[src/rtl/pvfr_pkg.sv]
`timescale 1ns / 1ps
// ----------------------------------------------------------------------------
// Planar velocity frame rotator package
// Shared operation codes, fixed-point constants and the CORDIC arctangent
// table used by all stages of the rotator pipeline.
// ----------------------------------------------------------------------------
package pvfr_pkg;

    // Default configuration handed to the top level parameters.
    localparam int VELOCITY_BITS_DEF   = 18;
    localparam int ANGLE_BITS_DEF      = 16;
    localparam int ROTATION_STAGES_DEF = 16;

    // Fraction bits kept below the velocity LSB inside the rotator.
    localparam int GUARD_BITS = 16;

    // Angles are carried internally as 32-bit turns, residual one bit wider.
    localparam int TURN_BITS = 32;
    localparam int Z_BITS    = TURN_BITS + 1;

    // CORDIC gain correction 0.60725293... in Q30, and its shift.
    localparam int                 GAIN_BITS  = 31;
    localparam int                 GAIN_SHIFT = 30 - GUARD_BITS;
    localparam logic [GAIN_BITS-1:0] GAIN_FIX = 31'd652032874;

    // Number of arctangent entries available.
    localparam int ATAN_ENTRIES = 24;

    typedef enum logic [1:0] {
        OP_BODY_TO_NAV   = 2'd0,
        OP_NAV_TO_BODY   = 2'd1,
        OP_SPEED_HEADING = 2'd2,
        OP_NONE          = 2'd3
    } op_t;

    // atan(2^-i) in 32-bit turn units, rounded.
    function automatic logic [TURN_BITS-1:0] atan_turn(input int idx);
        logic [TURN_BITS-1:0] val;
        case (idx)
            0:       val = 32'd536870912;
            1:       val = 32'd316933406;
            2:       val = 32'd167458907;
            3:       val = 32'd85004756;
            4:       val = 32'd42667331;
            5:       val = 32'd21354465;
            6:       val = 32'd10679838;
            7:       val = 32'd5340245;
            8:       val = 32'd2670163;
            9:       val = 32'd1335087;
            10:      val = 32'd667544;
            11:      val = 32'd333772;
            12:      val = 32'd166886;
            13:      val = 32'd83443;
            14:      val = 32'd41722;
            15:      val = 32'd20861;
            16:      val = 32'd10430;
            17:      val = 32'd5215;
            18:      val = 32'd2608;
            19:      val = 32'd1304;
            20:      val = 32'd652;
            21:      val = 32'd326;
            22:      val = 32'd163;
            23:      val = 32'd81;
            default: val = '0;
        endcase
        return val;
    endfunction

endpackage

[src/rtl/pvfr_stage.sv]
`timescale 1ns / 1ps
// ----------------------------------------------------------------------------
// Rotator micro-rotation stage
// One CORDIC iteration: shift-and-add rotation steered by the sign of the
// residual angle, with the fixed arctangent for this stage.
// ----------------------------------------------------------------------------
module pvfr_stage #(
    parameter int DATA_W = pvfr_pkg::VELOCITY_BITS_DEF + pvfr_pkg::GUARD_BITS + 3,
    parameter int STAGE  = 0
) (
    input  logic                               aclk,
    input  logic                               aresetn,
    input  logic                               valid_i,
    output logic                               ready_o,
    input  pvfr_pkg::op_t                      op_i,
    input  logic signed [DATA_W-1:0]           p_i,
    input  logic signed [DATA_W-1:0]           q_i,
    input  logic signed [pvfr_pkg::Z_BITS-1:0] z_i,
    output logic                               valid_o,
    input  logic                               ready_i,
    output pvfr_pkg::op_t                      op_o,
    output logic signed [DATA_W-1:0]           p_o,
    output logic signed [DATA_W-1:0]           q_o,
    output logic signed [pvfr_pkg::Z_BITS-1:0] z_o
);

    localparam logic signed [pvfr_pkg::Z_BITS-1:0] Atan =
        {1'b0, pvfr_pkg::atan_turn(STAGE)};

    logic                     valid_reg;
    pvfr_pkg::op_t            op_reg;
    logic signed [DATA_W-1:0] p_reg, p_next;
    logic signed [DATA_W-1:0] q_reg, q_next;
    logic signed [pvfr_pkg::Z_BITS-1:0] z_reg, z_next;

    logic signed [DATA_W-1:0] dp, dq;

    assign dp = q_i >>> STAGE;
    assign dq = p_i >>> STAGE;

    always_comb begin
        if (!z_i[pvfr_pkg::Z_BITS-1]) begin
            p_next = p_i - dp;
            q_next = q_i + dq;
            z_next = z_i - Atan;
        end else begin
            p_next = p_i + dp;
            q_next = q_i - dq;
            z_next = z_i + Atan;
        end
    end

    assign ready_o = !valid_reg || ready_i;

    always_ff @(posedge aclk) begin
        if (!aresetn) begin
            valid_reg <= 1'b0;
        end else if (ready_o) begin
            valid_reg <= valid_i;
        end
    end

    always_ff @(posedge aclk) begin
        if (ready_o && valid_i) begin
            op_reg <= op_i;
            p_reg  <= p_next;
            q_reg  <= q_next;
            z_reg  <= z_next;
        end
    end

    assign valid_o = valid_reg;
    assign op_o    = op_reg;
    assign p_o     = p_reg;
    assign q_o     = q_reg;
    assign z_o     = z_reg;

endmodule

[config.mk]
export PLATFORM = sky130hd
export DESIGN_NAME = pvfr_stage
export DESIGN_NICKNAME = d
export VERILOG_FILES = /design/src/rtl/pvfr_pkg.sv /design/src/rtl/pvfr_stage.sv
export SDC_FILE = /design/constraint.sdc
export NUM_CORES = 1
export LEC_CHECK = 0
export BUFFER_PORTS_ARGS = -buffer_cell sky130_fd_sc_hd__buf_4
export CAP_MARGIN = 10
export CORE_MARGIN = 2
export CORE_UTILIZATION = 51
export CTS_CLUSTER_SIZE = 10
export DETAILED_ROUTE_END_ITERATION = 10
export PLACE_DENSITY_LB_ADDON = 0.15
export SETUP_SLACK_MARGIN = 0.02
export SYNTH_ARGS = -nofsm -noshare
export SYNTH_HDL_FRONTEND = slang
export SYNTH_SLANG_ARGS = --single-unit
[constraint.sdc]
create_clock -name aclk -period 4.6 [get_ports aclk]
set_input_delay 1.38 -clock aclk [delete_from_list [all_inputs] [get_ports aclk]]
set_output_delay 1.38 -clock aclk [all_outputs]
set_load 0.05 [all_outputs]
==> impl.org <==
** Run status
- Run status :: completed

** Timing
- The clock arrives with 0.0131 ns of skew.
- Worst slew margin relative to its limit :: 42.6%
- Timing would allow up to 245 MHz.
- The clock period could shrink to 4.09 ns.
- Setup slack on the critical path of the routed design comes to 0.512 ns.
- Final hold violation count :: 0
- Least-Margin Pin Slew :: 0.860 ns
- Setup violations remaining at the end of the flow were counted as 0.
- Sum of negative setup slack :: 0 ns
- Of the available clock period, the critical path in the final layout requires 88.9%.
- Max Slew Vio Count :: 0
- RSZ-0062 raised after global routing :: no

** Min path
- Worst hold-check path type :: reg2reg
- The startpoint identified for the worst hold timing path is valid_o.
- Hold-critical path depth :: 2
- The worst hold path terminates at valid_o.

** Final layout
- Ant. Diodes :: 0
- Final standard cell utilization of the core :: 64.9%
- Fillers :: 1,594
- Most common cell after layout, fill and taps aside :: sky130_fd_sc_hd__buf_4
- Excluding fillers, the count of instances in the completed layout stands at 1,574.
- Leaving out fill and tap cells, the most frequent cells in the layout are sky130_fd_sc_hd__buf_4 (263), sky130_fd_sc_hd__a21oi_1 (153), sky130_fd_sc_hd__inv_1 (119).
- Net count of the finished layout :: 1,569
- Fraction of layout instances using a drive strength above 1 :: 22.0%
- Layout overhead on the synthesized area :: 24.5%

** Die
- Site Rows :: 50
- For this configuration, the core starts out at a cell density of 52.2%.
- Die Area :: 0.0203 mm²
- 224 I/O pins were placed.
- Die width :: 143 µm
- Vertical die dimension :: 143 µm
- Core Footprint :: 0.0188 mm²

** Pwr
- Worst supply voltage drop on vdd :: 224 µV
- After layout, the design draws a total of 3.78 mW.
- In this run the static leakage power is 5.50 nW.
- In this run the power density over the cells is 310 mW/mm².

** Critical path
- In this run the critical register-to-register path is launched from valid_o.
- Start-to-end type of the worst setup path :: in2reg
- Required @ worst endpoint :: 4.69 ns
- Critical Path AT :: 4.18 ns
- R2r setup slk :: 2.83 ns
- Max FO, Critical Path :: 7
- Measured in cells, the most critical reg-to-reg path has a length of 3.
- STA classifies the critical path startpoint as an input port.
- STA classifies the critical path endpoint as a flip-flop.
- In this run the critical register-to-register path is captured at q_o[23].

** CTS
- The number of hold buffers added after CTS was 0.
- # resized after CTS :: 0
- Post-CTS setup-driven buffer insertion count :: 0
- Clk_lat worst skew :: 0.37 ns
- TritonCTS built the clock tree.
- Counting along the longest clock path gives a buffer depth of 2.
- Number of clock buffers inserted by TritonCTS :: 9
- Clock tree synthesis selected as its root buffer the cell sky130_fd_sc_hd__clkbuf_16.
- After clock tree synthesis, the clock-pin slew on the worst setup and hold paths is 0.08 ns.
- The clock tree synthesis step divided the H-tree into 3 levels.
- For this design, the sink count on the clock tree is 109.

** Route
- The final route contains 9,241 vias.
- Ratio of routed vias to standard cells :: 5.87
- Violation count after the first detailed-route iteration :: 870
- After detailed routing, the average wire length per cell comes to 18.8 µm.
- After detailed routing, the total wire length is 29.6 mm.
- The first detailed-routing pass ran for 5 iterations.
- Number of remaining DRC errors :: 0
- In this run the remaining antenna-violating nets after routing total 0.

** Placement
- Detailed placement ended at an HPWL of 23.2 mm.
- Final RePlAce weighted congestion :: 0.942
- Including well taps, the total number of placed cells is 1,558.
- In this run the tool buffered the top-level ports with 223 buffer cells.
- Post-Place Setup Slack :: 0.139 ns

** Synthesis
- Synthesis produced a netlist whose cell count is 1,111.
- A synthesized cell averages 8.81 µm².
- Cell area after synthesis :: 0.00979 mm²
- The number of nets in the synthesized netlist is 1,345.
- Sequential area share after synthesis :: 33.3%
- Number of different library cells in the post-synthesis netlist :: 65
- Counting flops with a built-in enable in the synthesized netlist gives 108.
- YS warnings :: 0
- Most used DFF post-synth :: sky130_fd_sc_hd__edfxtp_1
- Share of async-settable or async-resettable flops after synthesis :: 0%
- Flop and latch count out of synthesis :: 109

** GRT
- The total overflow left after global routing is 0.
- Initial antenna violation count :: 0
- The first global-routing pass estimated 45.7 mm of wire.
- Global Route Usage Sum :: 28.4%
- The via count of the first global-routing pass is 8,743.
- Entering global routing, the biggest net connects 79 pins.

** Flow run
- Number of max-cap violations :: 0
[routing by layer]
metal / routed length [µm] / up-vias / track usage [%]
li1: - / 4421 / -
met2: 13400 / 467 / 45.8
met4: 958 / 0 / 10.3
met1: 12800 / 4276 / 38.9
met5: 0 / - / 0
met3: 2350 / 77 / 4.27
[registers in the layout, indices dropped and copies added, names as in the netlist]
signal	flops
p_o	37
q_o	36
z_o	33
op_o	2
valid_o	1
[critical path, cell delays in order]
cell                        delay [ns]
sky130_fd_sc_hd__buf_4            0.10
sky130_fd_sc_hd__inv_1            0.04
sky130_fd_sc_hd__ha_1             0.31
sky130_fd_sc_hd__buf_4            0.17
sky130_fd_sc_hd__a21oi_1          0.25
sky130_fd_sc_hd__a211oi_1         0.17
sky130_fd_sc_hd__nor2_1           0.37
sky130_fd_sc_hd__o21a_1           0.16
sky130_fd_sc_hd__nor3_1           0.04
sky130_fd_sc_hd__buf_4            0.15
sky130_fd_sc_hd__a31o_2           0.28
sky130_fd_sc_hd__a2111oi_0        0.54
sky130_fd_sc_hd__o311ai_0         0.20
[cells by family (layout without fill, tap and decap cells)]
family          Yosys count  in the layout  synth area share (%)
buf+inv                 172            401                  6.75
mux                      20             20                  2.04
xor+xnor                 72             72                  6.44
fa+ha+maj               121            121                  15.8
simple gates            232            232                  10.9
flops                   109            109                  33.3
compound gates          385            385                  24.7
[Yosys cell counts (3+ instances only)]
cell                        number  area (µm²)
sky130_fd_sc_hd__xor2_1         14         123
sky130_fd_sc_hd__nor2_1         82         308
sky130_fd_sc_hd__inv_1         119         447
sky130_fd_sc_hd__a2111oi_0       6        52.6
sky130_fd_sc_hd__a22oi_1         3        22.5
sky130_fd_sc_hd__nand4_1        13        81.3
sky130_fd_sc_hd__mux2i_1        20         200
sky130_fd_sc_hd__o41ai_1         3        26.3
sky130_fd_sc_hd__a31oi_1         7        43.8
sky130_fd_sc_hd__nand3_1        12        60.1
sky130_fd_sc_hd__a21boi_0        4        30.0
sky130_fd_sc_hd__a211o_1         5        43.8
sky130_fd_sc_hd__o31a_1          6        52.6
sky130_fd_sc_hd__nor3_1         17        85.1
sky130_fd_sc_hd__or3_1           6        37.5
sky130_fd_sc_hd__o21a_1         11        82.6
sky130_fd_sc_hd__buf_1           7        26.3
sky130_fd_sc_hd__fa_1            4        80.1
sky130_fd_sc_hd__o21ai_0        73         365
sky130_fd_sc_hd__a21oi_1       153         766
sky130_fd_sc_hd__edfxtp_1      108        3240
sky130_fd_sc_hd__a221oi_1        4        35.0
sky130_fd_sc_hd__ha_1          117        1460
sky130_fd_sc_hd__a211oi_1       13        97.6
sky130_fd_sc_hd__nand2_1        61         229
sky130_fd_sc_hd__a21o_1         24         180
sky130_fd_sc_hd__nor4_1          9        56.3
sky130_fd_sc_hd__o2111ai_1       3        26.3
sky130_fd_sc_hd__nor2b_1        10        62.6
sky130_fd_sc_hd__o211ai_1       10        75.1
sky130_fd_sc_hd__buf_2           3        15.0
sky130_fd_sc_hd__o31ai_1        16         120
sky130_fd_sc_hd__o21bai_1       19         143
sky130_fd_sc_hd__nand2b_1        7        43.8
sky130_fd_sc_hd__xnor2_1        58         508
sky130_fd_sc_hd__clkbuf_1       39         146
sky130_fd_sc_hd__and2_1          5        31.3
[worst max path at each step]
stage / slack (ns) / endpoint / from
finish: 0.51 / p_o[35] / p_i[2]
floorplan: 0.52 / q_o[36] / p_i[7]
global placement: 0.19 / q_o[36] / p_i[9]
detailed placement: 0.14 / q_o[36] / p_i[9]
CTS: 0.52 / q_o[36] / p_i[9]
global route: 0.33 / p_o[30] / p_i[9]
[layout make-up]
cell class / count / area, µm² / share of cell area, %
sequential: 109 / 3260 / 26.8
timing repair buffer: 264 / 1990 / 16.4
inverter: 121 / 454 / 3.73
tap: 234 / 293 / 2.40
clock inverter: 7 / 87.6 / 0.719
clock buffer: 9 / 225 / 1.85
multi-input combinational: 830 / 5870 / 48.2
[report_power, final]
group / leakage (nW) / total, mW / switching, mW / internal [mW]
registers: 1.05 / 1.29 / 0.0361 / 1.25
clock network: 0.148 / 0.825 / 0.433 / 0.392
logic: 4.30 / 1.67 / 1.09 / 0.577
[stage by stage]
step                      instance area [µm²]  hold WS, ns
after floorplan                          9790         1.15
after global placement                  11900        0.526
after detailed placement                11900        0.588
after CTS                               12200        0.601
after global routing                    12200        0.638
final                                   12200        0.577
Power figures use the tool's default switching activity.
