--- src/rtl/pvfr_pkg.sv ---
`timescale 1ns / 1ps
// ----------------------------------------------------------------------------
// Planar velocity frame rotator package
// Shared operation codes, fixed-point constants and the CORDIC arctangent
// table used by all stages of the rotator pipeline.
// ----------------------------------------------------------------------------
package pvfr_pkg;

    // Default configuration handed to the top level parameters.
    localparam int VELOCITY_BITS_DEF   = 18;
    localparam int ANGLE_BITS_DEF      = 16;
    localparam int ROTATION_STAGES_DEF = 16;

    // Fraction bits kept below the velocity LSB inside the rotator.
    localparam int GUARD_BITS = 16;

    // Angles are carried internally as 32-bit turns, residual one bit wider.
    localparam int TURN_BITS = 32;
    localparam int Z_BITS    = TURN_BITS + 1;

    // CORDIC gain correction 0.60725293... in Q30, and its shift.
    localparam int                 GAIN_BITS  = 31;
    localparam int                 GAIN_SHIFT = 30 - GUARD_BITS;
    localparam logic [GAIN_BITS-1:0] GAIN_FIX = 31'd652032874;

    // Number of arctangent entries available.
    localparam int ATAN_ENTRIES = 24;

    typedef enum logic [1:0] {
        OP_BODY_TO_NAV   = 2'd0,
        OP_NAV_TO_BODY   = 2'd1,
        OP_SPEED_HEADING = 2'd2,
        OP_NONE          = 2'd3
    } op_t;

    // atan(2^-i) in 32-bit turn units, rounded.
    function automatic logic [TURN_BITS-1:0] atan_turn(input int idx);
        logic [TURN_BITS-1:0] val;
        case (idx)
            0:       val = 32'd536870912;
            1:       val = 32'd316933406;
            2:       val = 32'd167458907;
            3:       val = 32'd85004756;
            4:       val = 32'd42667331;
            5:       val = 32'd21354465;
            6:       val = 32'd10679838;
            7:       val = 32'd5340245;
            8:       val = 32'd2670163;
            9:       val = 32'd1335087;
            10:      val = 32'd667544;
            11:      val = 32'd333772;
            12:      val = 32'd166886;
            13:      val = 32'd83443;
            14:      val = 32'd41722;
            15:      val = 32'd20861;
            16:      val = 32'd10430;
            17:      val = 32'd5215;
            18:      val = 32'd2608;
            19:      val = 32'd1304;
            20:      val = 32'd652;
            21:      val = 32'd326;
            22:      val = 32'd163;
            23:      val = 32'd81;
            default: val = '0;
        endcase
        return val;
    endfunction

endpackage

--- src/rtl/pvfr_gain.sv ---
`timescale 1ns / 1ps
// ----------------------------------------------------------------------------
// Rotator gain stage
// Scales both components by the CORDIC gain correction and moves them onto
// the guarded internal fixed-point grid.
// ----------------------------------------------------------------------------
module pvfr_gain #(
    parameter int VELOCITY_BITS = pvfr_pkg::VELOCITY_BITS_DEF,
    parameter int DATA_W        = VELOCITY_BITS + pvfr_pkg::GUARD_BITS + 3
) (
    input  logic                               aclk,
    input  logic                               aresetn,
    input  logic                               valid_i,
    output logic                               ready_o,
    input  pvfr_pkg::op_t                      op_i,
    input  logic signed [VELOCITY_BITS:0]      p_i,
    input  logic signed [VELOCITY_BITS:0]      q_i,
    input  logic signed [pvfr_pkg::Z_BITS-1:0] z_i,
    output logic                               valid_o,
    input  logic                               ready_i,
    output pvfr_pkg::op_t                      op_o,
    output logic signed [DATA_W-1:0]           p_o,
    output logic signed [DATA_W-1:0]           q_o,
    output logic signed [pvfr_pkg::Z_BITS-1:0] z_o
);

    localparam int MW = VELOCITY_BITS + 1 + pvfr_pkg::GAIN_BITS + 1;
    localparam logic signed [pvfr_pkg::GAIN_BITS:0] Gain = {1'b0, pvfr_pkg::GAIN_FIX};

    logic                     valid_reg;
    pvfr_pkg::op_t            op_reg;
    logic signed [DATA_W-1:0] p_reg, q_reg;
    logic signed [pvfr_pkg::Z_BITS-1:0] z_reg;

    logic signed [MW-1:0] p_prod, q_prod;
    logic signed [MW-1:0] p_shift, q_shift;

    assign p_prod  = p_i * Gain;
    assign q_prod  = q_i * Gain;
    assign p_shift = p_prod >>> pvfr_pkg::GAIN_SHIFT;
    assign q_shift = q_prod >>> pvfr_pkg::GAIN_SHIFT;

    assign ready_o = !valid_reg || ready_i;

    always_ff @(posedge aclk) begin
        if (!aresetn) begin
            valid_reg <= 1'b0;
        end else if (ready_o) begin
            valid_reg <= valid_i;
        end
    end

    always_ff @(posedge aclk) begin
        if (ready_o && valid_i) begin
            op_reg <= op_i;
            p_reg  <= p_shift[DATA_W-1:0];
            q_reg  <= q_shift[DATA_W-1:0];
            z_reg  <= z_i;
        end
    end

    assign valid_o = valid_reg;
    assign op_o    = op_reg;
    assign p_o     = p_reg;
    assign q_o     = q_reg;
    assign z_o     = z_reg;

endmodule

--- config.mk ---
export PLATFORM = sky130hd
export DESIGN_NAME = pvfr_gain
export DESIGN_NICKNAME = d
export VERILOG_FILES = /design/src/rtl/pvfr_pkg.sv /design/src/rtl/pvfr_gain.sv
export SDC_FILE = /design/constraint.sdc
export NUM_CORES = 1
export LEC_CHECK = 0
export ABC_AREA = 1
export BUFFER_PORTS_ARGS = -buffer_cell sky130_fd_sc_hd__buf_2
export CAP_MARGIN = 20
export CORE_ASPECT_RATIO = 1.25
export CORE_MARGIN = 8
export CORE_UTILIZATION = 30
export DETAILED_ROUTE_END_ITERATION = 10
export GPL_TIMING_DRIVEN = 0
export SLEW_MARGIN = 15
export SYNTH_ARGS = -nofsm -noshare
export SYNTH_HDL_FRONTEND = slang
export SYNTH_SLANG_ARGS = --single-unit
--- constraint.sdc ---
create_clock -name aclk -period 9.75 [get_ports aclk]
set_input_delay 1.95 -clock aclk [delete_from_list [all_inputs] [get_ports aclk]]
set_output_delay 1.95 -clock aclk [all_outputs]
set_load 0.02 [all_outputs]
==> results of run 1 <==
## logic make-up (layout without fill, tap and decap cells)
| group | after synthesis | after routing | synth area share, % |
|---|---|---|---|
| fa+ha+maj | 878 | 878 | 57.0 |
| buf+inv | 828 | 1035 | 12.4 |
| simple gates | 612 | 612 | 10.4 |
| compound gates | 245 | 245 | 5.48 |
| flops | 108 | 108 | 12.9 |
| xor+xnor | 49 | 49 | 1.71 |
## final cells by class
class | instances | area (um^2)
fill | 8669 | 55100
multi-input combinational | 1784 | 18700
sequential | 108 | 3230
inverter | 826 | 3100
tap | 1080 | 1350
timing repair buffer | 191 | 1030
clock buffer | 9 | 225
clock inverter | 7 | 93.8
buffer | 2 | 15.0
## worst max-delay path by stage
| stage | start | endpoint | slack [ns] | cells past startpoint |
|---|---|---|---|---|
| finish | q_i[8] | q_o[30] | 2.17 | 24 |
| global route | q_i[8] | q_o[26] | 1.95 | 21 |
| CTS | q_i[8] | q_o[32] | 2.24 | 21 |
| detailed placement | q_i[4] | q_o[22] | 1.88 | 23 |
| global placement | valid_i | p_o[22] | -0.73 | 3 |
| floorplan | valid_i | op_o[0] | 1.99 | 2 |
## stage by stage
step           cell area, um^2  hold WS (ns)
6_report                 27800         0.562
5_1_grt                  27800         0.599
4_1_cts                  27800         0.566
3_5_place_dp             27400         0.556
3_3_place_gp             27300         0.496
2_1_floorplan            25000         0.729
## routing by layer
layer | up-vias | share of wire (%)
met2 | 437 | 52
met4 | 0 | 3.7
met1 | 8867 | 39
met5 | - | 0
li1 | 8733 | -
met3 | 113 | 5.4
## Yosys cell counts, drive strengths merged
master and count:
o21a 15, dfxtp 1, a21boi 7, inv 826, a21oi 121, nand3b 1, ha 440, a21o 13
a31oi 4, nand2 313, xnor2 12, nor3 15, nand4 23, nand3 66, or2 1, and2 1
buf 2, nor2 187, fa 438, xor2 37, o211ai 2, o21bai 13, edfxtp 107, o21ai 70
nor4 5
## cells in the final DEF (no fill, tap or decap), types with 3 or more instances in the layout
cell | netlist | routed
sky130_fd_sc_hd__a21boi_0 | 6 | 6
sky130_fd_sc_hd__a21o_1 | 13 | 13
sky130_fd_sc_hd__a21oi_1 | 120 | 119
sky130_fd_sc_hd__a31oi_1 | 4 | 4
sky130_fd_sc_hd__buf_2 | 0 | 187
sky130_fd_sc_hd__clkbuf_16 | 0 | 9
sky130_fd_sc_hd__edfxtp_1 | 107 | 107
sky130_fd_sc_hd__fa_1 | 438 | 438
sky130_fd_sc_hd__ha_1 | 440 | 440
sky130_fd_sc_hd__inv_1 | 815 | 815
sky130_fd_sc_hd__inv_2 | 11 | 11
sky130_fd_sc_hd__nand2_1 | 302 | 302
sky130_fd_sc_hd__nand2_2 | 11 | 11
sky130_fd_sc_hd__nand3_1 | 66 | 66
sky130_fd_sc_hd__nand4_1 | 23 | 23
sky130_fd_sc_hd__nor2_1 | 170 | 170
sky130_fd_sc_hd__nor2_2 | 15 | 15
sky130_fd_sc_hd__nor3_1 | 12 | 12
sky130_fd_sc_hd__nor3_2 | 3 | 3
sky130_fd_sc_hd__o21a_1 | 15 | 15
sky130_fd_sc_hd__o21ai_0 | 58 | 58
sky130_fd_sc_hd__o21ai_1 | 10 | 10
sky130_fd_sc_hd__o21bai_1 | 13 | 13
sky130_fd_sc_hd__xnor2_1 | 12 | 12
sky130_fd_sc_hd__xor2_1 | 37 | 37
## worst register-to-register path, stage by stage (launching register included)
cell and delay (ns):
sky130_fd_sc_hd__dfxtp_1 0.34, sky130_fd_sc_hd__a21oi_4 0.59, sky130_fd_sc_hd__buf_12 0.26, sky130_fd_sc_hd__buf_12 0.22
## flip-flops by register name, indices dropped and copies added, names as in the netlist
name,flops
z_o,33
op_o,2
p_o,36
q_o,36
valid_o,1
==> results.toml, run 1 <==
[synth]
synth-seq-area-share_pct = 12.9
ys_seq_elements = 108
synth.top_cell.area_share_pct = 35.0
mappedNetlistNets = 3675
synth.top_cells.by_area = "sky130_fd_sc_hd__fa_1, sky130_fd_sc_hd__ha_1, sky130_fd_sc_hd__edfxtp_1"
syn-instance-count = 2720
syn-cell-area_mm2 = 0.0250
synth_cell_types = 37
ys_warn_count = 0
synth.avg_cell_area_um2 = 9.21
synth_top_cell_by_area = "sky130_fd_sc_hd__fa_1"

[finish]
antenna-diode-count = 0
synthToLayoutAreaGrowth_pct = 10.8
postLayoutCoreUtil_pct = 33.5
nNetsFinal = 3877
final_layout_size_suffix_gt1_share_pct = 8.92
post_layout_nonfiller_instances = 4007

[route]
drt_first_iter_violations = 810
drtPass1Iterations = 5
post_drt_via_cell_ratio = 4.53
vias = 18200
postRouteAntennaNets = 0
postRouteWirelength_mm = 73.8
post_drt_wl_per_cell_um = 18.4
drc_violations = 0

[critical_path]
path_delay_family = "adder cells"
worstPathMaxFanout = 7
endpoint_kind = "flop"
worst_r2r_endpoint = "q_o[23]"
worstPathCellList = "buf_2 > inv_1 > ha_1 > inv_1 > fa_1 > inv_1 > fa_1 > inv_1 > fa_1 > inv_1 > fa_1 > inv_1 > fa_1 > ha_1 > ha_1 > a21oi_1 > o21ai_0 > inv_1 > o21ai_0 > nand3b_1 > nand2_1 > nand2_1 > nand2_1 > nand2_1"
crit_path_class = "in2reg"
cp_data_arrival_time_ns = 7.67
crit-reg2reg-launch = "valid_o"
internal_reg_to_reg_setup_slack_ns = 8.03
cp-start-kind = "input port"
cp_num_buf_inv = 8
worst-endpoint-required_ns = 9.84
timing.reg2reg.worst_path_depth = 3
critical_path.most_common_cell = "sky130_fd_sc_hd__inv_1"
cpMaxStageDelayCell = "sky130_fd_sc_hd__fa_1"
slowest_delay_ns = 0.58

[die]
die-height_um = 339
design.portCount = 188
die-width_um = 274
row_count = 118
floorplan.core_area_mm2 = 0.0828
floorplan.initialDensity_pct = 30.2
die_area_mm2 = 0.0930

[sta]
final.period_utilization_pct = 77.8
setup_viol = 0
hold_violations = 0
finalCriticalPeriod_ns = 7.58
final.setup.tns_ns = 0
max_slew.worst_pin.slew_ns = 0.776
worst_slack_ns = 2.17
finalMaxSlewViolations = 0
timing.fmax_mhz = 132
grt_setup_unrepaired = "false"
setup_clock_skew_after_layout_ns = 0.00897
headroom_to_the_max_slew_limit_pct = 48.2

[clocking]
post-cts-setup-buffers = 0
cts-resized-gates = 0
cts_tree = "built"
clk_path_buf_depth = 2
insertion_delay_ns = 0.36
tritoncts.num_buffers = 9
cts_hold_buf = 0
ctsRootBufferMaster = "sky130_fd_sc_hd__clkbuf_16"
worst_setup_hold_path_clk_slew_ns = 0.08
clock-sinks = 108
htree_levels = 3

[placed_design]
numPlacedInstances = 3991
gp_congestion = 0.960
io_buffer_count = 187
post-dp-hpwl_mm = 67.4
dp_slack_ns = 1.88

[worst_hold_path]
hold_path_depth = 2
worstHoldStart = "valid_o"
holdCritPathClass = "reg2reg"
min_to = "valid_o"

[global_routing]
groute.layer.met3.usage_pct = 2.65
grt_util_met2_pct = 30.2
grt.total_usage_pct = 16.3
first_global_vias = 20500
globalRouteOverflowTotal = 0
grt_max_degree = 29
grt_first_pass_wirelength_mm = 116
number_of_antenna_violations_at_the_first_check_in_global_routing = 3
grt-busiest-layer = "met2"
groute.layer.met1.usage_pct = 18.8

[run]
reported_max_cap_violation_count = 0

[outcome]
run_status = "finished clean"
Power of run 1 is left out: the tool's default activity adds up to more than one toggle a clock period on the data nets, which glitch-free logic cannot reach.
==> run 2, diff against run 1 <==
Clock period 9.75 ns to 7.1 ns, I/O delays scaled along.
==> results.toml, run 2 (synthesis results as in run 1) <==
[critical_path]
cp-start-kind = "input port"
slowest_delay_ns = 0.55
worst-endpoint-required_ns = 7.24
worstPathMaxFanout = 6
cp_data_arrival_time_ns = 7.06
crit_path_class = "in2reg"
critical_path.most_common_cell = "sky130_fd_sc_hd__fa_1"
worstPathCellList = "buf_2 > ha_1 > inv_1 > fa_1 > inv_1 > fa_1 > inv_1 > fa_1 > fa_1 > inv_1 > fa_1 > ha_1 > ha_1 > nand2_1 > o21ai_0 > a21oi_1 > nand2_1 > nand2_1 > nand2_1 > xor2_1"
cpMaxStageDelayCell = "sky130_fd_sc_hd__fa_1"
internal_reg_to_reg_setup_slack_ns = 5.65
endpoint_kind = "flop"

[clocking]
cts_hold_buf = 0
worst_setup_hold_path_clk_slew_ns = 0.08
ctsRootBufferMaster = "sky130_fd_sc_hd__clkbuf_16"
clock-sinks = 108
htree_levels = 3
clk_path_buf_depth = 2
insertion_delay_ns = 0.37
post-cts-setup-buffers = 0
cts_tree = "built"
cts-resized-gates = 0
tritoncts.num_buffers = 9

[die]
design.portCount = 188
die_area_mm2 = 0.0930
floorplan.initialDensity_pct = 30.2
floorplan.core_area_mm2 = 0.0828
die-height_um = 339
row_count = 118
die-width_um = 274

[finish]
mostFrequentLayoutCell = "sky130_fd_sc_hd__inv_1"
final_layout_size_suffix_gt1_share_pct = 9.08
postLayoutCoreUtil_pct = 33.5
nNetsFinal = 3878
layout.cells.most_common_list = "sky130_fd_sc_hd__inv_1, sky130_fd_sc_hd__fa_1, sky130_fd_sc_hd__ha_1"
synthToLayoutAreaGrowth_pct = 11.0
antenna-diode-count = 0

[worst_hold_path]
holdCritPathClass = "reg2reg"

[global_routing]
number_of_antenna_violations_at_the_first_check_in_global_routing = 4
grt_first_pass_wirelength_mm = 117
first_global_vias = 20500
grt.total_usage_pct = 16.5
grt_max_degree = 28
globalRouteOverflowTotal = 0

[sta]
final.hold.worst_slack_ns = 0.549
setup_clock_skew_after_layout_ns = 0.0139
final.period_utilization_pct = 97.5
finalCriticalPeriod_ns = 6.92
grt_setup_unrepaired = "false"
finalMaxSlewViolations = 0
final.setup.tns_ns = 0
worst_slack_ns = 0.179
max_slew.worst_pin.slew_ns = 0.804
setup_viol = 0
timing.fmax_mhz = 144
headroom_to_the_max_slew_limit_pct = 46.3
hold_violations = 0

[placed_design]
dp_slack_ns = -0.269
post-dp-hpwl_mm = 68.1
io_buffer_count = 187
gp_congestion = 0.955

[route]
drtPass1Iterations = 5
vias = 18300
postRouteWirelength_mm = 74.5
drt_first_iter_violations = 857
postRouteAntennaNets = 0
post_drt_via_cell_ratio = 4.57
drc_violations = 0
post_drt_wl_per_cell_um = 18.6

[outcome]
run_status = "finished clean"

[run]
reported_max_cap_violation_count = 0
[run 2: changes by cell type in the layout (fill, tap and decap cells not counted), moves of 2 or more]
cell / before / now
sky130_fd_sc_hd__a21oi_1: 119 / 117
sky130_fd_sc_hd__a21oi_2: 1 / 3
sky130_fd_sc_hd__buf_16: 2 / 4
sky130_fd_sc_hd__ha_1: 440 / 438
sky130_fd_sc_hd__ha_2: 0 / 2
sky130_fd_sc_hd__inv_8: 0 / 2
sky130_fd_sc_hd__o21ai_0: 58 / 56
sky130_fd_sc_hd__o21ai_1: 10 / 12
[run 2: per-layer routing]
metal	vias up	GRT usage, %	routed length, um
li1	8727	-	-
met1	8974	18.9	29200
met2	455	30.2	38600
met3	144	2.49	3310
met4	0	6.77	3400
met5	-	0	0
[run 2: path summary, 6_finish.rpt]
check             startpoint  endpoint  depth (start not counted)
setup / recovery      q_i[6]   q_o[11]                         20
hold / removal       valid_o   valid_o                          2
setup reg to reg     valid_o    q_o[3]                          3
hold reg to reg      valid_o   valid_o                          2
[run 2: worst max-delay path: cells and delay by family]
family	cells	cell delay, ns
xor+xnor	1	0.36
fa+ha+maj	8	3.78
buf+inv	5	0.56
compound gates	2	0.40
simple gates	4	0.53
[run 2: area by class of cell]
cell class / count / area, um^2
plain buffers: 2 / 15.0
clock buffers: 9 / 225
clock inverters: 7 / 80.1
fillers: 8698 / 55000
inverters: 826 / 3100
multi-input cells: 1784 / 18700
flip-flops and latches: 108 / 3230
well taps: 1080 / 1350
repair buffers: 192 / 1070
[run 2: metrics by stage]
step                instances  cell area (um^2)
floorplan                2720             25000
CTS                      4008             27800
finish                   4008             27800
global placement         3987             27300
detailed placement       3992             27500
global route             4008             27800
Power of run 2 is left out for the same reason.
