==> config.mk <==
export PLATFORM = sky130hd
export DESIGN_NAME = pvfr_round
export DESIGN_NICKNAME = d
export VERILOG_FILES = /design/src/rtl/pvfr_pkg.sv /design/src/rtl/pvfr_round.sv
export SDC_FILE = /design/constraint.sdc
export NUM_CORES = 1
export LEC_CHECK = 0
export ABC_AREA = 1
export BUFFER_PORTS_ARGS = -buffer_cell sky130_fd_sc_hd__buf_4
export CORE_MARGIN = 3
export CORE_UTILIZATION = 50
export CTS_CLUSTER_DIAMETER = 40
export DETAILED_ROUTE_END_ITERATION = 8
export GPL_ROUTABILITY_DRIVEN = 0
export PLACE_DENSITY_LB_ADDON = 0.1
export SLEW_MARGIN = 15
export SYNTH_ARGS = -nofsm -noshare
export SYNTH_HDL_FRONTEND = slang
export SYNTH_SLANG_ARGS = --single-unit
==> constraint.sdc <==
create_clock -name aclk -period 3.2 [get_ports aclk]
set_input_delay 0.16 -clock aclk [delete_from_list [all_inputs] [get_ports aclk]]
set_output_delay 0.16 -clock aclk [all_outputs]
set_load 0.02 [all_outputs]
==> src/rtl/pvfr_pkg.sv <==
`timescale 1ns / 1ps
// ----------------------------------------------------------------------------
// Planar velocity frame rotator package
// Shared operation codes, fixed-point constants and the CORDIC arctangent
// table used by all stages of the rotator pipeline.
// ----------------------------------------------------------------------------
package pvfr_pkg;

    // Default configuration handed to the top level parameters.
    localparam int VELOCITY_BITS_DEF   = 18;
    localparam int ANGLE_BITS_DEF      = 16;
    localparam int ROTATION_STAGES_DEF = 16;

    // Fraction bits kept below the velocity LSB inside the rotator.
    localparam int GUARD_BITS = 16;

    // Angles are carried internally as 32-bit turns, residual one bit wider.
    localparam int TURN_BITS = 32;
    localparam int Z_BITS    = TURN_BITS + 1;

    // CORDIC gain correction 0.60725293... in Q30, and its shift.
    localparam int                 GAIN_BITS  = 31;
    localparam int                 GAIN_SHIFT = 30 - GUARD_BITS;
    localparam logic [GAIN_BITS-1:0] GAIN_FIX = 31'd652032874;

    // Number of arctangent entries available.
    localparam int ATAN_ENTRIES = 24;

    typedef enum logic [1:0] {
        OP_BODY_TO_NAV   = 2'd0,
        OP_NAV_TO_BODY   = 2'd1,
        OP_SPEED_HEADING = 2'd2,
        OP_NONE          = 2'd3
    } op_t;

    // atan(2^-i) in 32-bit turn units, rounded.
    function automatic logic [TURN_BITS-1:0] atan_turn(input int idx);
        logic [TURN_BITS-1:0] val;
        case (idx)
            0:       val = 32'd536870912;
            1:       val = 32'd316933406;
            2:       val = 32'd167458907;
            3:       val = 32'd85004756;
            4:       val = 32'd42667331;
            5:       val = 32'd21354465;
            6:       val = 32'd10679838;
            7:       val = 32'd5340245;
            8:       val = 32'd2670163;
            9:       val = 32'd1335087;
            10:      val = 32'd667544;
            11:      val = 32'd333772;
            12:      val = 32'd166886;
            13:      val = 32'd83443;
            14:      val = 32'd41722;
            15:      val = 32'd20861;
            16:      val = 32'd10430;
            17:      val = 32'd5215;
            18:      val = 32'd2608;
            19:      val = 32'd1304;
            20:      val = 32'd652;
            21:      val = 32'd326;
            22:      val = 32'd163;
            23:      val = 32'd81;
            default: val = '0;
        endcase
        return val;
    endfunction

endpackage

==> src/rtl/pvfr_round.sv <==
`timescale 1ns / 1ps
// ----------------------------------------------------------------------------
// Rotator output stage
// Rounds away the guard bits, saturates, orders the two results for the
// operation and holds them in the output register.
// ----------------------------------------------------------------------------
module pvfr_round #(
    parameter int VELOCITY_BITS = pvfr_pkg::VELOCITY_BITS_DEF,
    parameter int DATA_W        = VELOCITY_BITS + pvfr_pkg::GUARD_BITS + 3
) (
    input  logic                           aclk,
    input  logic                           aresetn,
    input  logic                           valid_i,
    output logic                           ready_o,
    input  pvfr_pkg::op_t                  op_i,
    input  logic signed [DATA_W-1:0]       p_i,
    input  logic signed [DATA_W-1:0]       q_i,
    output logic                           valid_o,
    input  logic                           ready_i,
    output pvfr_pkg::op_t                  op_o,
    output logic signed [VELOCITY_BITS:0]  first_o,
    output logic signed [VELOCITY_BITS:0]  second_o
);

    localparam int OW = VELOCITY_BITS + 1;
    localparam int RW = DATA_W - pvfr_pkg::GUARD_BITS;
    localparam logic signed [DATA_W-1:0] RoundHalf =
        DATA_W'(1) << (pvfr_pkg::GUARD_BITS - 1);
    localparam logic signed [RW-1:0] SatHi =
        {{(RW - VELOCITY_BITS){1'b0}}, {VELOCITY_BITS{1'b1}}};
    localparam logic signed [RW-1:0] SatLo =
        {{(RW - VELOCITY_BITS){1'b1}}, {VELOCITY_BITS{1'b0}}};

    function automatic logic signed [OW-1:0] round_sat(input logic signed [DATA_W-1:0] v);
        logic signed [DATA_W-1:0] sum;
        logic signed [RW-1:0]     r;
        logic signed [OW-1:0]     res;
        sum = v + RoundHalf;
        r   = sum[DATA_W-1:pvfr_pkg::GUARD_BITS];
        if (r > SatHi) begin
            res = SatHi[OW-1:0];
        end else if (r < SatLo) begin
            res = SatLo[OW-1:0];
        end else begin
            res = r[OW-1:0];
        end
        return res;
    endfunction

    logic                  valid_reg;
    pvfr_pkg::op_t         op_reg;
    logic signed [OW-1:0]  first_reg, first_next;
    logic signed [OW-1:0]  second_reg, second_next;
    logic signed [OW-1:0]  p_fin, q_fin;

    assign p_fin = round_sat(p_i);
    assign q_fin = round_sat(q_i);

    always_comb begin
        unique case (op_i)
            pvfr_pkg::OP_BODY_TO_NAV, pvfr_pkg::OP_SPEED_HEADING: begin
                first_next  = q_fin;
                second_next = p_fin;
            end
            pvfr_pkg::OP_NAV_TO_BODY: begin
                first_next  = p_fin;
                second_next = q_fin;
            end
            default: begin
                first_next  = '0;
                second_next = '0;
            end
        endcase
    end

    assign ready_o = !valid_reg || ready_i;

    always_ff @(posedge aclk) begin
        if (!aresetn) begin
            valid_reg <= 1'b0;
        end else if (ready_o) begin
            valid_reg <= valid_i;
        end
    end

    always_ff @(posedge aclk) begin
        if (ready_o && valid_i) begin
            op_reg     <= op_i;
            first_reg  <= first_next;
            second_reg <= second_next;
        end
    end

    assign valid_o  = valid_reg;
    assign op_o     = op_reg;
    assign first_o  = first_reg;
    assign second_o = second_reg;

endmodule
==> results by group, run 1 <==
Run status
  • Run status: finished clean

Yosys
  • Seq cells post-synth: 41
  • Ys async rst share: 0
  • Count of flip-flops with a built-in enable after synthesis: 40
  • Synth area leader: edfxtp_1
  • Synth top area cells: edfxtp_1 38%, nand2_1 28%, xnor2_1 4.7%
  • Syn Nets: 530
  • Post-synth top flop: edfxtp_1
  • Distinct cells, synth: 30
  • Synth Instances: 448
  • Yosys warning count: 0
  • Post-Synthesis Cell Area: 3190 µm²
  • Syn avg cell area: slightly above 7 µm²
  • Share of the synthesized area in the top cell type: 0.376
  • Sequential area share after synthesis: 0.382

Floorplan
  • DIE AREA: about 7400 µm²
  • I/O pins: 122
  • Die Height: 85.9 µm
  • Initial Utilization: 0.527
  • Core Region: between 6000 and 7000 µm²
  • Row count: 28
  • Die Wd: 85.9 µm

CTS
  • Resized Gates After CTS: 0
  • Number of setup buffers added after CTS: 0
  • Clock sink count: 41
  • Root Buffer: clkbuf_8
  • Max clock buf depth: 2
  • H-tree depth: 2
  • Worst-path clk slew: 0.07 ns
  • CTS tree: built
  • CTS Buf Count: 5
  • Hold buffers post-CTS: 0
  • Worst-Skew Late Latency: 0.29 ns

Worst setup path
  • WP data arrival: ~1.9 ns
  • Critical path launch point: q_i[15]
  • Worst reg2reg path endpoint: first_o[4]$_DFFE_PP_
  • CP endpoint: second_o[5]$_DFFE_PP_
  • CP max FO: 18
  • CP Class: in2reg
  • CP cell instances: buf_4 -> ha_1 -> nand2_1 -> nor2_4 -> nand3_4 -> o21ai_2 -> nand2_2 -> o21ai_4 -> nand2_1 -> nand2_1 -> nand2_1
  • Kind of cell adding the most delay to the critical path: simple AND/OR/NAND/NOR gates
  • Levels on crit path: 11
  • R2R depth: 2
  • Setup crit end kind: register
  • FF-to-FF setup slack: 1.75 ns
  • CP Buf/Inv Count: 1
  • CP max-delay cell: o21ai_4
  • R2R Path Start: valid_o$_SDFFE_PN0N_
  • Startpoint types: primary input
  • Data required, critical path: 3.25 ns
  • CP peak stage delay: between 0.4 and 0.5 ns
  • Crit-path most repeated cell: nand2_1

Power and ir drop
  • Leakage: around 2.0 nW
  • Pwr Density: 370 nW/µm²
  • Max VDD drop: 315 µV
  • Final Power: 0.00150 W

Timing
  • Unrepaired setup endpoints after global routing: no
  • Min Clock Period, post-route: ~1.8 ns
  • Slew Viols, Final: 0
  • Crit share post-route: 0.564
  • FMAX: 554 MHz
  • Final worst slack: 1.39 ns
  • Setup_tns: 0 ns
  • # setup viols final: 0
  • Final number of hold-violating endpoints: 0
  • Least-Margin Pin Slew: ~0.65 ns
  • Relative slew slack: 0.564
  • Skew final: 0.00335 ns

Global routing
  • GRT Overall Usage: 0.207
  • Antenna violations before repair: 0
  • Largest net degree at the start of global routing: 41
  • Vias in the first global route: approximately 2,700
  • GRT Residual Overflow: 0
  • First-pass GRT wire length: 12,300 µm

Placement
  • Dpl hpwl: roughly 6200 µm
  • Place WS: roughly 1.1 ns
  • DP Cell Count: 604
  • # port buffers: 91

Final layout
  • Commonest non-fill, non-tap cell in the layout: nand2_1
  • Layout Utilization: 0.668
  • Syn-to-layout area delta: 26.8%
  • Fin cells: 613
  • Share of layout cells above drive strength 1: 0.262
  • Antenna cells: 0
  • Most frequent cells in the layout: 235 x nand2_1, 92 x buf_4, 40 x edfxtp_1, 33 x nor2_1, 26 x inv_1
  • Final nets: 619

Min path
  • Hold Path Class: in2reg

Routing
  • WL/cell: 12.3 µm
  • Final WL: 7520 µm
  • Via count: 3,006
  • DRT antenna net count: 0
  • DRC Markers: 0
  • Initial DRC count: about 200
  • Via density: 4.90
  • DRT Pass-1 Iters: 5

Flow run
  • # Max-Cap Violations: 0
==> through the flow <==
stage | hold WS [ns] | cell area [µm²]
floorplan | 0.259 | 3190
global placement | 0.357 | 3910
detailed placement | 0.360 | 3910
CTS | 0.0564 | 4020
global route | 0.0534 | 4050
finish | 0.0629 | 4050
==> power by group <==
group	total [W]	internal, W	leakage [nW]	switching [W]
Combinational	0.000417	0.000165	1.51	0.000252
Clock	0.000423	0.000254	0.0585	0.000169
Sequential	0.000659	0.000645	0.403	0.0000133
Total	0.00150	0.00106	1.98	0.000435
==> area by class of cell <==
| class | count | area, µm² |
|---|---|---|
| tap | 75 | 93.8 |
| inverter | 30 | 115 |
| fill | 558 | 2010 |
| sequential | 41 | 1220 |
| clock buffer | 7 | 86.3 |
| multi-input combinational | 366 | 1780 |
| timing repair buffer | 93 | 718 |
| clock inverter | 1 | 30.0 |
==> worst register-to-register path, stage by stage, from the launching register on <==
cell,delay (ns)
dfxtp_1,0.35
a21oi_4,0.56
buf_16,0.24
==> flip-flops by register name, summed over array words and instances (netlist names) <==
| name | count |
|---|---|
| first_o | 19 |
| op_o | 2 |
| second_o | 19 |
| valid_o | 1 |
==> synth_stat cells (2+ instances only) <==
| cell | number |
|---|---|
| nand3_2 | 2 |
| inv_1 | 26 |
| ha_1 | 2 |
| nand4_1 | 3 |
| nor2_1 | 33 |
| xnor2_1 | 17 |
| buf_6 | 2 |
| nand3b_1 | 2 |
| buf_2 | 7 |
| nor2_4 | 4 |
| xor2_1 | 16 |
| nand2_2 | 15 |
| edfxtp_1 | 40 |
| inv_2 | 3 |
| nand3_1 | 13 |
| nor2_2 | 7 |
| nor3_1 | 4 |
| o22ai_1 | 3 |
| nand2_4 | 4 |
| nand2_1 | 235 |
==> per-layer routing <==
| metal | wire [µm] | share of wire | vias up | global-route usage |
|---|---|---|---|---|
| met5 | 0 | 0 | - | 0 |
| met4 | 145 | 0.019 | 0 | 0.0734 |
| met3 | 564 | 0.075 | 11 | 0.0307 |
| met2 | 3440 | 0.46 | 125 | 0.331 |
| met1 | 3370 | 0.45 | 1294 | 0.284 |
| li1 | - | - | 1576 | - |
==> logic make-up (layout without fill, tap and decap cells) <==
group	count (synthesis)	count (layout)	share of synthesized area
simple gates	324	324	0.439
flops	41	41	0.382
buf+inv	41	131	0.0627
xor+xnor	33	33	0.0905
compound gates	7	7	0.0176
fa+ha+maj	2	2	0.00783
==> worst min-delay path by stage <==
stage | from | end | slack [ns] | cells past startpoint
global route | op_i[1] | op_o[1]$_DFFE_PP_ | 0.05 | 1
global placement | op_i[1] | op_o[1]$_DFFE_PP_ | 0.36 | 1
CTS | op_i[1] | op_o[1]$_DFFE_PP_ | 0.06 | 1
finish | op_i[1] | op_o[1]$_DFFE_PP_ | 0.06 | 1
floorplan | op_i[0] | op_o[0]$_DFFE_PP_ | 0.26 | 0
detailed placement | op_i[1] | op_o[1]$_DFFE_PP_ | 0.36 | 1
Power figures use the tool's default switching activity.
==> run 2: changes to the inputs <==
- clock period: 3.2 -> 1.9 ns (I/O delays scaled with it)
==> run 2 against run 1 <==
Net effect: wire length is 3.8% higher; die area stayed put; via count rose by 1.5%; clock power increased by 69%; first-iteration DRC count up 18%; cell area up 1.3%; register-to-register slack got worse by 1.1 ns; clock skew grew 0.0018 ns; non-clock buffer count rose by 6; sequential power rose by 68%; total power grew 70%; flip-flop and latch count is the same; largest power group unchanged; highest routed layer unchanged.
==> results by group, run 2 (synthesis gave the netlist of run 1 again) <==
Run status
  • Run status: finished clean

Worst setup path
  • Data required, critical path: between 1.5 and 2 ns
  • R2R Path Start: valid_o$_SDFFE_PN0N_
  • Setup crit end kind: register
  • Worst reg2reg path endpoint: second_o[10]$_DFFE_PP_
  • CP Buf/Inv Count: 1
  • CP peak stage delay: 0.19 ns
  • CP cell instances: buf_4 -> ha_1 -> nand2_1 -> nor2_4 -> nand2_1 -> nor2_2 -> nand3_1 -> nand2_1 -> nand3_2 -> nand2_4 -> nand2_1 -> nand2_1 -> nand2_1
  • Crit-path most repeated cell: nand2_1
  • FF-to-FF setup slack: 0.61 ns
  • R2R depth: 2
  • CP max-delay cell: nand2_4
  • CP Class: in2reg
  • Startpoint types: primary input
  • Kind of cell adding the most delay to the critical path: simple AND/OR/NAND/NOR gates
  • WP data arrival: 1.61 ns
  • CP max FO: 18

Final layout
  • Commonest non-fill, non-tap cell in the layout: nand2_1
  • Share of layout cells above drive strength 1: 0.268
  • Syn-to-layout area delta: 28.4%
  • Most frequent cells in the layout: 235 x nand2_1, 96 x buf_4, 40 x edfxtp_1, 33 x nor2_1, 26 x inv_1
  • Antenna cells: 0
  • Final nets: 625

Timing
  • Setup_tns: 0 ns
  • Least-Margin Pin Slew: ~0.48 ns
  • FMAX: 643 MHz
  • Final number of hold-violating endpoints: 0
  • Unrepaired setup endpoints after global routing: no
  • Final worst slack: 0.346 ns
  • # setup viols final: 0
  • Relative slew slack: 0.678
  • Min Clock Period, post-route: 1.55 ns
  • Skew final: 0.00515 ns
  • Crit share post-route: 0.818
  • Slew Viols, Final: 0

Routing
  • WL/cell: 12.6 µm
  • DRT antenna net count: 0
  • DRC Markers: 0
  • Via count: 3,050
  • DRT Pass-1 Iters: 4
  • Final WL: between 7000 and 8000 µm
  • Initial DRC count: about 230
  • Via density: between 4 and 5

Power and ir drop
  • Max VDD drop: 680 µV
  • Pwr Density: 620 nW/µm²
  • Leakage: roughly 2.0 nW

Global routing
  • Antenna violations before repair: 0
  • GRT Overall Usage: 0.220
  • First-pass GRT wire length: 13,100 µm
  • Largest net degree at the start of global routing: slightly above 40
  • Vias in the first global route: 2,864
  • GRT Residual Overflow: 0

CTS
  • Clock sink count: 41
  • CTS Buf Count: 5
  • Worst-Skew Late Latency: ~0.29 ns
  • Max clock buf depth: 2
  • Worst-path clk slew: 0.07 ns
  • Resized Gates After CTS: 0
  • CTS tree: built
  • Root Buffer: clkbuf_8
  • H-tree depth: 2
  • Number of setup buffers added after CTS: 0

Min path
  • Hold_sp: op_i[0]
  • Worst Hold Endpoint: op_o[0]$_DFFE_PP_
  • Worst Hold Depth: 1
  • Hold Path Class: in2reg

Floorplan
  • DIE AREA: 7380 µm²
  • Die Height: around 86 µm
  • Initial Utilization: 0.527
  • Die Wd: 85.9 µm
  • Core Region: just over 6000 µm²
  • I/O pins: 122
  • Row count: 28

Placement
  • Place WS: 0.0730 ns
  • Dpl hpwl: 6280 µm
  • # port buffers: 91

Flow run
  • # Max-Cap Violations: 0
run 2: timing repair:
action                                 4_1_cts  5_1_grt
setup endpoints to repair                    0        0
hold buffers                                 1        0
endpoints found under the hold margin        1        0
run 2: power breakdown:
group / switching [W] / total (W) / internal [W]
clock: 0.000288 / 0.000716 / 0.000428
combinational: 0.000433 / 0.000719 / 0.000286
sequential: 0.0000220 / 0.00111 / 0.00109
total: 0.000743 / 0.00254 / 0.00180
run 2: worst max-delay path by stage:
stage          startpoint                endpoint  cells past startpoint  slack [ns]
2_1_floorplan     q_i[15]   second_o[1]$_DFFE_PP_                     11        0.28
3_3_place_gp      p_i[15]  second_o[17]$_DFFE_PP_                     13        0.10
3_5_place_dp      p_i[15]   first_o[17]$_DFFE_PP_                     13        0.07
4_1_cts           p_i[15]   first_o[17]$_DFFE_PP_                     13        0.37
5_1_grt           p_i[15]   first_o[17]$_DFFE_PP_                     13        0.15
6_report          p_i[15]   first_o[17]$_DFFE_PP_                     13        0.35
run 2: layout make-up:
class	instances	area, µm²
tap	75	93.8
fill	535	1960
clock buffer	7	86.3
timing repair buffer	99	771
multi-input combinational	366	1780
inverter	30	115
clock inverter	1	30.0
sequential	41	1220
run 2: layer usage:
metal | vias to the layer above | GRT usage | routed length, µm
met5 | - | 0 | 0
met4 | 0 | 0.0590 | 87
met3 | 8 | 0.0336 | 551
met2 | 109 | 0.372 | 3770
met1 | 1349 | 0.294 | 3400
li1 | 1584 | - | -
run 2: per-stage QoR:
step	hold slack [ns]	cell area, µm²	instances	power (W)	utilization
finish	0.0310	4100	619	0.00254	0.677
global route	0.0137	4100	619	0.00268	0.677
CTS	0.0217	4100	619	0.00254	0.677
detailed placement	0.293	3980	610	0.00184	0.656
global placement	0.291	3980	610	0.00183	0.656
floorplan	0.194	3210	448	0.00155	-
run 2: worst reg2reg max path: stages, from the launching register on:
cell and delay (ns):
dfxtp_1 0.35, a21oi_4 0.15, buf_4 0.44
